**src/booth_radix4_multiplier_unit_macros.svh**
```systemverilog
// Assertion macros shared by the Booth multiplier RTL.
`ifndef BOOTH_RADIX4_MULTIPLIER_UNIT_MACROS_SVH
`define BOOTH_RADIX4_MULTIPLIER_UNIT_MACROS_SVH

// The consequent must hold in the same cycle as the antecedent.
`define BR4M_ASSERT_SAME(label, ante, cons) \
   label: assert property (@(posedge clock) disable iff (reset) (ante) |-> (cons)) \
      else $error("assertion failed");

// The consequent must hold in the cycle after the antecedent.
`define BR4M_ASSERT_NEXT(label, ante, cons) \
   label: assert property (@(posedge clock) disable iff (reset) (ante) |=> (cons)) \
      else $error("assertion failed");

`endif

```
**src/br4m_pkg.sv**
```systemverilog
// Package with the Booth digit selection type and its decoder.
package br4m_pkg;

   typedef struct packed {
      logic neg;
      logic one;
      logic two;
   } booth_sel_type;

   function automatic booth_sel_type booth_decode(input logic [2:0] bits);
      booth_sel_type sel;
      sel = '0;
      case (bits)
         3'b000: sel = '0;
         3'b001: sel.one = 1'b1;
         3'b010: sel.one = 1'b1;
         3'b011: sel.two = 1'b1;
         3'b100: begin
            sel.two = 1'b1;
            sel.neg = 1'b1;
         end
         3'b101: begin
            sel.one = 1'b1;
            sel.neg = 1'b1;
         end
         3'b110: begin
            sel.one = 1'b1;
            sel.neg = 1'b1;
         end
         3'b111: sel = '0;
         default: sel = '0;
      endcase
      return sel;
   endfunction

endpackage

```
**src/booth_radix4_multiplier_unit.sv**
```systemverilog
// Top level of the signed radix-4 Booth multiplier with registered operands and product.
//
//   Channel   Direction  Ports                                   Handshake
//   request   in         req_multiplicand, req_multiplier        start, busy
//   response  out        rsp_product                             rsp_valid
//
// A word is taken at every clock edge with start high and busy low, one word per cycle.
// Its product then appears on rsp_product with rsp_valid, for one cycle.
// The latency is set by the operand register and the product register around the adder.
// Reset clears both valid flags; busy is high only while reset is asserted.
// The receiver cannot stall, so the block never holds off the sender after reset.
`include "booth_radix4_multiplier_unit_macros.svh"

module booth_radix4_multiplier_unit #(
   parameter int OPERAND_WIDTH = 16
) (
   input  logic                         clock,
   input  logic                         reset,
   input  logic                         start,
   output logic                         busy,
   input  logic [OPERAND_WIDTH-1:0]     req_multiplicand,
   input  logic [OPERAND_WIDTH-1:0]     req_multiplier,
   output logic                         rsp_valid,
   output logic [2*OPERAND_WIDTH-1:0]   rsp_product
);
   import br4m_pkg::*;

   localparam int PW = 2 * OPERAND_WIDTH;
   localparam int ND = (OPERAND_WIDTH + 1) / 2;
   localparam int QW = 2 * ND + 1;

   logic                     valid_ff;
   logic                     valid_in;
   logic [OPERAND_WIDTH-1:0] mcand_ff;
   logic [OPERAND_WIDTH-1:0] mplier_ff;
   logic                     rsp_valid_ff;
   logic [PW-1:0]            rsp_product_ff;
   logic [PW-1:0]            product_in;

   logic signed [PW-1:0]     mcand_wide;
   logic signed [PW-1:0]     mplier_wide;
   logic [QW-1:0]            mplier_rec;
   logic                     accept;

   assign busy   = reset;
   assign accept = start && !busy;
   assign valid_in = accept;

   assign mcand_wide  = {{OPERAND_WIDTH{mcand_ff[OPERAND_WIDTH-1]}}, mcand_ff};
   assign mplier_wide = {{OPERAND_WIDTH{mplier_ff[OPERAND_WIDTH-1]}}, mplier_ff};
   // The multiplier is sign-extended to an even width with a zero below its lowest bit.
   assign mplier_rec  = {mplier_wide[QW-2:0], 1'b0};

   always_comb begin
      logic [PW-1:0] acc;
      logic [PW-1:0] pp;
      booth_sel_type sel;
      acc = '0;
      for (int i = 0; i < ND; i++) begin
         sel = booth_decode(mplier_rec[2*i +: 3]);
         pp  = '0;
         if (sel.one) begin
            pp = mcand_wide;
         end else if (sel.two) begin
            pp = {mcand_wide[PW-2:0], 1'b0};
         end
         if (sel.neg) begin
            pp = ~pp + {{(PW-1){1'b0}}, 1'b1};
         end
         acc = acc + (pp << (2 * i));
      end
      product_in = acc;
   end

   always_ff @(posedge clock) begin
      if (reset) begin
         valid_ff     <= 1'b0;
         rsp_valid_ff <= 1'b0;
      end else begin
         valid_ff     <= valid_in;
         rsp_valid_ff <= valid_ff;
      end
   end

   always_ff @(posedge clock) begin
      if (accept) begin
         mcand_ff  <= req_multiplicand;
         mplier_ff <= req_multiplier;
      end
      if (valid_ff) begin
         rsp_product_ff <= product_in;
      end
   end

   assign rsp_valid   = rsp_valid_ff;
   assign rsp_product = rsp_product_ff;

   `BR4M_ASSERT_NEXT(a_accept_loads, accept, valid_ff)
   `BR4M_ASSERT_NEXT(a_stage_to_rsp, valid_ff, rsp_valid_ff)
   `BR4M_ASSERT_SAME(a_rsp_has_source, rsp_valid_ff, $past(valid_ff))
   `BR4M_ASSERT_NEXT(a_product_exact, valid_ff, rsp_product_ff == $past(mcand_wide * mplier_wide))

endmodule

```
**config.mk**
```make
export PLATFORM = sky130hd
export DESIGN_NAME = booth_radix4_multiplier_unit
export DESIGN_NICKNAME = d
export VERILOG_FILES = /design/src/br4m_pkg.sv /design/src/booth_radix4_multiplier_unit.sv
export VERILOG_INCLUDE_DIRS = /design/src /design/src/src
export SDC_FILE = /design/constraint.sdc
export NUM_CORES = 1
export LEC_CHECK = 0
export BUFFER_PORTS_ARGS = -buffer_cell sky130_fd_sc_hd__buf_2
export CORE_ASPECT_RATIO = 0.6
export CORE_UTILIZATION = 58
export CTS_CLUSTER_DIAMETER = 150
export DETAILED_ROUTE_END_ITERATION = 8
export GPL_ROUTABILITY_DRIVEN = 0
export HOLD_SLACK_MARGIN = 0.05
export PLACE_DENSITY = 0.8
export SYNTH_ARGS = -nofsm -noshare
export SYNTH_HDL_FRONTEND = slang
export SYNTH_SLANG_ARGS = --single-unit
export TNS_END_PERCENT = 100
```
**constraint.sdc**
```tcl
create_clock -name clock -period 15.2 [get_ports clock]
set_clock_uncertainty 0.15 [all_clocks]
set_input_delay 2.28 -clock clock [delete_from_list [all_inputs] [get_ports clock]]
set_output_delay 2.28 -clock clock [all_outputs]
set_load 0.02 [all_outputs]
```
==> results.sh, run 1 <==
export IMPL_die_h_um=120
export IMPL_slew_viol_final=0
export IMPL_ys_warn_count=0
export IMPL_cts_setup_buffers=0
export IMPL_setup_worst_path_class="reg -> reg"
export IMPL_antenna_found_initial=0
export IMPL_drtIter0Drc=2164
export IMPL_drv_cap=0
export IMPL_ctsResizeCount=0
export IMPL_layout_nets=1944
export IMPL_period_share=0.576
export IMPL_syn_to_final_growth_pct=5.82
export IMPL_grt_pass1_vias=12300
export IMPL_worstPathArrival_ns=8.71
export IMPL_wl_per_cell_um=21.1
export IMPL_grt_start_max_net_pins=48
export IMPL_grt_use_total=0.373
export IMPL_fin_tns_setup_ns=0
export IMPL_drc=0
export IMPL_ys_ff_latch=66
export IMPL_critPathMaxStageDelay_ns=0.69
export IMPL_cts_hold_buf=0
export IMPL_worst_slew_pin_slew_ns=1.40
export IMPL_drive_above_1_share=0.0810
export IMPL_vias_per_cell=6.54
export IMPL_finalCriticalPeriod_ns=8.75
export IMPL_end_kind="flip-flop"
export IMPL_path_clk_slew_ns=0.07
export IMPL_hold_class="reg -> reg"
export IMPL_cp_start_kind="flip-flop"
export IMPL_die_area_um2=23900
export IMPL_fin_util=0.637
export IMPL_final_common_cell="nand2_1"
export IMPL_port_buffers=68
export IMPL_slew_headroom=0.0612
export IMPL_insertedDiodeCount=0
export IMPL_synthFlopType="edfxtp_1"
export IMPL_start_util=0.602
export IMPL_num_vias=13200
export IMPL_avgSynthCellArea_um2=7.89
export IMPL_root_buffer="clkbuf_16"
export IMPL_cts_sinks=66
export IMPL_cts_htree_levels=3
export IMPL_fp_dieW_um=199
export IMPL_wl_um=42500
export IMPL_async_flop_share=0
export IMPL_final_area_um2=14300
export IMPL_mappedNetlistArea_um2=13500
export IMPL_synth_edf_count=64
export IMPL_cts_made_buffers=9
export IMPL_rows=42
export IMPL_syn_num_nets=1956
export IMPL_worstPathMaxFanout=36
export IMPL_mostFrequentLayoutCells="201 x nand2_1, 181 x inv_1, 138 x nor2_1, 131 x fa_1, 125 x o21ai_0"
export IMPL_cts_tree="done"
export IMPL_ys_types=75
export IMPL_synth_cells=1711
export IMPL_ios=69
export IMPL_rsz0062_at_grt="no"
export IMPL_hold_viol=0
export IMPL_cpMaxStageDelayCell="or4_1"
export IMPL_core_area_um2=22400
export IMPL_clk_latency_ns=0.37
export IMPL_setup_viol=0
export IMPL_grt_overflow_total=0
export IMPL_cts_buffer_depth=2
export IMPL_hpwl_um=31700
export IMPL_placed_area_um2=14000
export IMPL_crit_required_ns=15.16
export IMPL_status="complete, no violations"
export IMPL_grt_pass1_wl_um=67700
export IMPL_first_pass_iters=6
export IMPL_ant_nets=0
export IMPL_fmax_mhz=114
export IMPL_yosysSeqAreaShare=0.145
-- layer usage --
layer	track usage	share of wire	vias up
li1	-	-	5782
met1	0.523	0.39	6111
met2	0.510	0.39	1064
met3	0.134	0.16	205
met4	0.170	0.053	0
met5	0	0	-
-- metrics by stage --
| step | setup WS (ns) | hold WS [ns] | std cells |
|---|---|---|---|
| 2_1_floorplan | 7.84 | 0.787 | 1711 |
| 3_3_place_gp | 7.07 | 0.560 | 1996 |
| 3_5_place_dp | 6.71 | 0.568 | 1996 |
| 4_1_cts | 6.69 | 0.568 | 2012 |
| 5_1_grt | 5.94 | 0.617 | 2012 |
| 6_report | 6.45 | 0.557 | 2012 |
-- flip-flops by register name (all words and copies together) (netlist names) --
register	flops
rsp_product	32
rsp_valid	1
valid_ff	1
mcand_ff	16
mplier_ff	16
-- worst paths after layout --
path | slack, ns | endpoint | startpoint | depth (start not counted)
worst max-delay path | 6.45 | rsp_product[29] | mplier_ff[1] | 29
worst min-delay path | 0.56 | rsp_product[12] | valid_ff | 0
worst max register to register | 6.45 | rsp_product[29] | mplier_ff[1] | 29
worst min register to register | 0.56 | rsp_product[12] | valid_ff | 0
-- critical path: cells and delay by family (launching register included) --
family                   cells  cell delay [ns]
flip-flops                   1             0.32
buffers and inverters        5             0.55
adder cells (fa/ha/maj)      6             2.71
XOR/XNOR                     1             0.12
AO/OA/AOI/OAI                7             1.77
AND/OR/NAND/NOR             10             2.85
-- area by class of cell --
type | instances | area, um2
multi-input cells | 1343 | 10400
fillers | 1935 | 8150
flip-flops and latches | 66 | 1960
inverters | 182 | 683
repair buffers | 97 | 558
well taps | 308 | 385
clock buffers | 11 | 243
clock inverters | 5 | 55.1
-- synth_stat cells (5+ instances only) --
library cell	number	area share
mux2_2	7	0.0058
inv_1	181	0.050
and2_1	12	0.0056
a22o_1	13	0.0084
nor4_1	5	0.0023
or3_1	9	0.0042
clkbuf_1	85	0.024
o211ai_1	6	0.0033
a22oi_1	42	0.023
a21o_1	18	0.010
xnor2_1	108	0.070
nand3_1	24	0.0089
buf_1	26	0.0072
nand2b_1	21	0.0097
a31oi_1	16	0.0074
and3_1	9	0.0042
fa_1	131	0.19
o21a_1	5	0.0028
o22ai_1	22	0.010
nor2_1	138	0.038
nand3b_1	6	0.0033
o31ai_1	20	0.011
o21ai_0	125	0.046
mux2i_1	9	0.0067
nor2b_1	25	0.012
a21boi_0	11	0.0061
ha_1	79	0.073
nand2_1	201	0.056
edfxtp_1	64	0.14
a21oi_1	100	0.037
nor3_1	24	0.0089
o21bai_1	8	0.0044
or2_2	9	0.0042
buf_2	7	0.0026
xor2_1	51	0.033
a211oi_1	21	0.012
-- kinds of logic after synthesis --
| logic type | count (synthesis) | synth area share |
|---|---|---|
| simple gates | 503 | 0.170 |
| buf+inv | 302 | 0.0854 |
| flops | 66 | 0.145 |
| mux | 16 | 0.0125 |
| fa+ha+maj | 210 | 0.267 |
| compound gates | 452 | 0.212 |
| xor+xnor | 162 | 0.108 |
Power of run 1 is not shown: default switching activity piles up to over one toggle a cycle in this logic, so the estimate is an artifact.
==> run 2, diff against run 1 <==
clock period = 8.45 ns   (was 15.2 ns; I/O delays follow)
==> results.sh, run 2 (synthesized netlist as in run 1, its figures left out) <==
export IMPL_status="complete, no violations"
export IMPL_layout_nets=1978
export IMPL_port_buffers=68
export IMPL_die_area_um2=23900
export IMPL_cts_buffer_depth=2
export IMPL_finalCriticalPeriod_ns=8.14
export IMPL_drv_cap=0
export IMPL_r2r_end="rsp_product[30]"
export IMPL_syn_to_final_growth_pct=7.70
export IMPL_antenna_found_initial=0
export IMPL_worstPathMaxFanout=18
export IMPL_ant_nets=0
export IMPL_path_clk_slew_ns=0.06
export IMPL_critPathMaxStageDelay_ns=0.77
export IMPL_fin_tns_setup_ns=0
export IMPL_crit_chain="nor4_1, buf_4, and2_1, o21ai_1, a21oi_1, nand4b_1, a21oi_1, o21ai_0, fa_1, fa_1, fa_1, inv_1, fa_1, inv_1, ha_1, a21o_1, a21o_1, a21oi_1, o31ai_1, a22o_1, a41oi_1, nor2b_1, o21ai_0, xnor2_1"
export IMPL_num_vias=13500
export IMPL_cts_tree="done"
export IMPL_hpwl_um=34400
export IMPL_hold_viol=0
export IMPL_cp_start_kind="flip-flop"
export IMPL_root_buffer="clkbuf_16"
export IMPL_cts_htree_levels=3
export IMPL_first_pass_iters=7
export IMPL_grt_use_total=0.395
export IMPL_largest_register_ffs=32
export IMPL_hold_class="reg -> reg"
export IMPL_wl_per_cell_um=21.9
export IMPL_mostFrequentLayoutCells="201 x nand2_1, 181 x inv_1, 138 x nor2_1, 131 x fa_1, 125 x o21ai_0"
export IMPL_path_buf_inv=3
export IMPL_end_kind="flip-flop"
export IMPL_worst_slew_pin_slew_ns=1.26
export IMPL_cts_made_buffers=9
export IMPL_grt_pass1_wl_um=71600
export IMPL_worst_hold_path_endpoint="rsp_product[2]"
export IMPL_cts_setup_buffers=0
export IMPL_drc=0
export IMPL_setup_worst_path_class="reg -> reg"
export IMPL_rrSetupSlack_ns=0.31
export IMPL_vias_per_cell=6.59
export IMPL_setup_viol=0
export IMPL_die_h_um=120
export IMPL_ios=69
export IMPL_insertedDiodeCount=0
export IMPL_wl_um=44900
export IMPL_slew_viol_final=0
export IMPL_start_util=0.602
export IMPL_core_area_um2=22400
export IMPL_rows=42
export IMPL_drtIter0Drc=2276
export IMPL_rsz0062_at_grt="no"
export IMPL_worst_r2r_cell_count=24
export IMPL_crit_required_ns=8.41
export IMPL_cpMaxStageDelayCell="nor4_1"
export IMPL_grt_pass1_vias=12900
export IMPL_r2r_start="mcand_ff[3]"
export IMPL_fp_dieW_um=199
export IMPL_fill_cells=1955
export IMPL_cts_hold_buf=0
export IMPL_slew_headroom=0.157
export IMPL_grt_start_max_net_pins=41
export IMPL_cts_sinks=66
export IMPL_fmax_mhz=123
export IMPL_worstHoldStart="valid_ff"
export IMPL_crit_family="compound AO/OA/AOI/OAI gates"
export IMPL_grt_overflow_total=0
export IMPL_clk_latency_ns=0.37
export IMPL_worstPathArrival_ns=8.10
export IMPL_drive_above_1_share=0.0984
export IMPL_crit_top_cell="fa_1"
export IMPL_period_share=0.964
export IMPL_hold_depth=0
export IMPL_final_common_cell="nand2_1"
-- run 2: worst reg2reg max path: stages (launching register included) --
cell,delay [ns]
edfxtp_1,0.72
nor4_1,0.77
buf_4,0.28
and2_1,0.14
o21ai_1,0.14
a21oi_1,0.22
nand4b_1,0.31
a21oi_1,0.61
o21ai_0,0.24
fa_1,0.53
fa_1,0.51
fa_1,0.55
inv_1,0.05
fa_1,0.52
inv_1,0.04
ha_1,0.36
a21o_1,0.21
a21o_1,0.18
a21oi_1,0.16
o31ai_1,0.12
a22o_1,0.19
a41oi_1,0.33
nor2b_1,0.26
o21ai_0,0.14
xnor2_1,0.15
-- run 2: repair_timing --
item	4_1_cts	5_1_grt
gates resized for setup	0	1
hold endpoints to repair	0	0
setup endpoints to repair	0	1
-- run 2: how the worst max path moves through the flow --
stage,from,endpoint,slack [ns],cells after the start
2_1_floorplan,mplier_ff[5],rsp_product[29],1.09,33
3_3_place_gp,mcand_ff[3],rsp_product[29],0.82,24
3_5_place_dp,mplier_ff[1],rsp_product[29],0.65,28
4_1_cts,mplier_ff[1],rsp_product[29],0.62,28
5_1_grt,mcand_ff[3],rsp_product[30],0.05,24
6_report,mcand_ff[3],rsp_product[30],0.31,24
-- run 2: metal layers --
metal	wire, um	track usage
met1	17300	0.536
met5	0	0
met4	2640	0.206
met2	17600	0.536
met3	7320	0.157
-- run 2: final cells by class --
cell class,instances,area (um2),area share
Clock buffer,12,246,0.0169
Clock inverter,4,51.3,0.00353
Inverter,182,683,0.0470
Multi-Input combinational cell,1343,10400,0.715
Sequential cell,66,1960,0.135
Tap cell,308,385,0.0265
Timing Repair Buffer,131,813,0.0559
-- run 2: metrics by stage --
step	hold WS (ns)	util	setup WS (ns)	instance area (um2)	cells
5_1_grt	0.630	0.648	0.0494	14500	2046
2_1_floorplan	0.787	-	1.09	13500	1711
3_5_place_dp	0.570	0.635	0.652	14200	2030
4_1_cts	0.578	0.648	0.617	14500	2046
6_report	0.588	0.648	0.307	14500	2046
3_3_place_gp	0.561	0.635	0.821	14200	2030
Power of run 2 is left out for the same reason.
==> run 3, diff against run 2 <==
CELL_PAD_IN_SITES_DETAIL_PLACEMENT = 0   (was default)
CELL_PAD_IN_SITES_GLOBAL_PLACEMENT = 2   (was default)
CORE_UTILIZATION = 39   (was 58)
PLACE_DENSITY = 0.88   (was 0.8)
==> results.sh, run 3 (synthesized netlist as in run 1, its figures left out) <==
export IMPL_status="complete, no violations"
export IMPL_end_kind="flip-flop"
export IMPL_start_util=0.398
export IMPL_clk_latency_ns=0.38
export IMPL_layout_nets=1994
export IMPL_syn_to_final_growth_pct=10.1
export IMPL_fp_dieW_um=242
export IMPL_period_share=0.931
export IMPL_slew_viol_final=0
export IMPL_path_buf_inv=3
export IMPL_grt_pass1_vias=12000
export IMPL_num_vias=12900
export IMPL_insertedDiodeCount=0
export IMPL_drive_above_1_share=0.108
export IMPL_core_area_um2=33900
export IMPL_ant_nets=0
export IMPL_cts_htree_levels=3
export IMPL_hold_viol=0
export IMPL_setup_viol=0
export IMPL_drc=0
export IMPL_vias_per_cell=5.82
export IMPL_final_common_cell="nand2_1"
export IMPL_root_buffer="clkbuf_16"
export IMPL_drv_cap=0
export IMPL_largest_register_ffs=32
export IMPL_worst_slew_pin_slew_ns=1.05
export IMPL_setup_worst_path_class="reg -> reg"
export IMPL_die_area_um2=35400
export IMPL_slew_headroom=0.282
export IMPL_first_pass_iters=7
export IMPL_hpwl_um=38900
export IMPL_cts_buffer_depth=2
export IMPL_ios=69
export IMPL_crit_family="adder cells"
export IMPL_wl_um=49000
export IMPL_cts_made_buffers=9
export IMPL_cts_tree="done"
export IMPL_grt_start_max_net_pins=35
export IMPL_port_buffers=68
export IMPL_wl_per_cell_um=22.1
export IMPL_die_h_um=146
export IMPL_antenna_found_initial=1
export IMPL_mostFrequentLayoutCells="201 x nand2_1, 181 x inv_1, 138 x nor2_1, 131 x fa_1, 125 x o21ai_0"
export IMPL_finalCriticalPeriod_ns=7.86
export IMPL_fmax_mhz=127
export IMPL_crit_required_ns=8.42
export IMPL_grt_pass1_wl_um=74400
export IMPL_cp_start_kind="flip-flop"
export IMPL_cpMaxStageDelayCell="fa_1"
export IMPL_rows=52
export IMPL_worstPathArrival_ns=7.83
export IMPL_critPathMaxStageDelay_ns=0.53
export IMPL_fin_util=0.439
export IMPL_grt_overflow_total=0
export IMPL_grt_use_total=0.280
export IMPL_rsz0062_at_grt="no"
export IMPL_fin_tns_setup_ns=0
export IMPL_drtIter0Drc=1407
export IMPL_worstPathMaxFanout=13
export IMPL_path_clk_slew_ns=0.07
export IMPL_hold_class="reg -> reg"
export IMPL_cts_sinks=66
run 3: worst paths after layout:
| check | start | cells past startpoint | to | slack (ns) |
|---|---|---|---|---|
| min reg2reg | valid_ff | 0 | rsp_product[1] | 0.57 |
| max reg2reg | mplier_ff[3] | 28 | rsp_product[30] | 0.59 |
| max | mplier_ff[3] | 28 | rsp_product[30] | 0.59 |
| min | valid_ff | 0 | rsp_product[1] | 0.57 |
run 3: metrics by stage:
stage | std cells | hold slack (ns) | setup WS [ns] | area (um2)
after CTS | 2212 | 0.580 | 0.536 | 14900
after floorplan | 1711 | 0.787 | 1.09 | 13500
after global placement | 2196 | 0.552 | 0.709 | 14600
after global routing | 2213 | 0.630 | 0.0175 | 14900
after detailed placement | 2196 | 0.564 | 0.573 | 14600
final | 2213 | 0.569 | 0.586 | 14900
run 3: worst register-to-register path: cells and delay by family (launching register included):
| family | cells | cell delay, ns |
|---|---|---|
| DFF | 1 | 0.50 |
| xor gates and xnor gates | 1 | 0.15 |
| AOI/OAI and AO/OA | 12 | 2.49 |
| and+or+nand+nor | 4 | 0.81 |
| buffers and inverters | 3 | 0.32 |
| muxes | 1 | 0.37 |
| adders and majority gates | 7 | 2.84 |
run 3: area by class of cell:
cell class                      instances  area (um2)
Clock buffer                           10         229
Multi-Input combinational cell       1343       10400
Inverter                              182         683
Sequential cell                        66        1960
Fill cell                            3445       19000
Timing Repair Buffer                  147         946
Tap cell                              459         574
Clock inverter                          6        67.6
run 3: layer usage:
layer / up-vias / routed length (um) / GRT usage
li1: 5887 / - / -
met1: 6230 / 22800 / 0.426
met2: 709 / 19700 / 0.394
met3: 45 / 5740 / 0.0713
met4: 0 / 804 / 0.0595
met5: - / 0 / 0
run 3: what timing repair did:
item,4_1_cts,5_1_grt
hold endpoints to repair,0,0
gates resized for setup,0,1
setup endpoints to repair,0,2
buffers inserted,0,1
hold buffers,0,0
Power of run 3 is left out for the same reason.
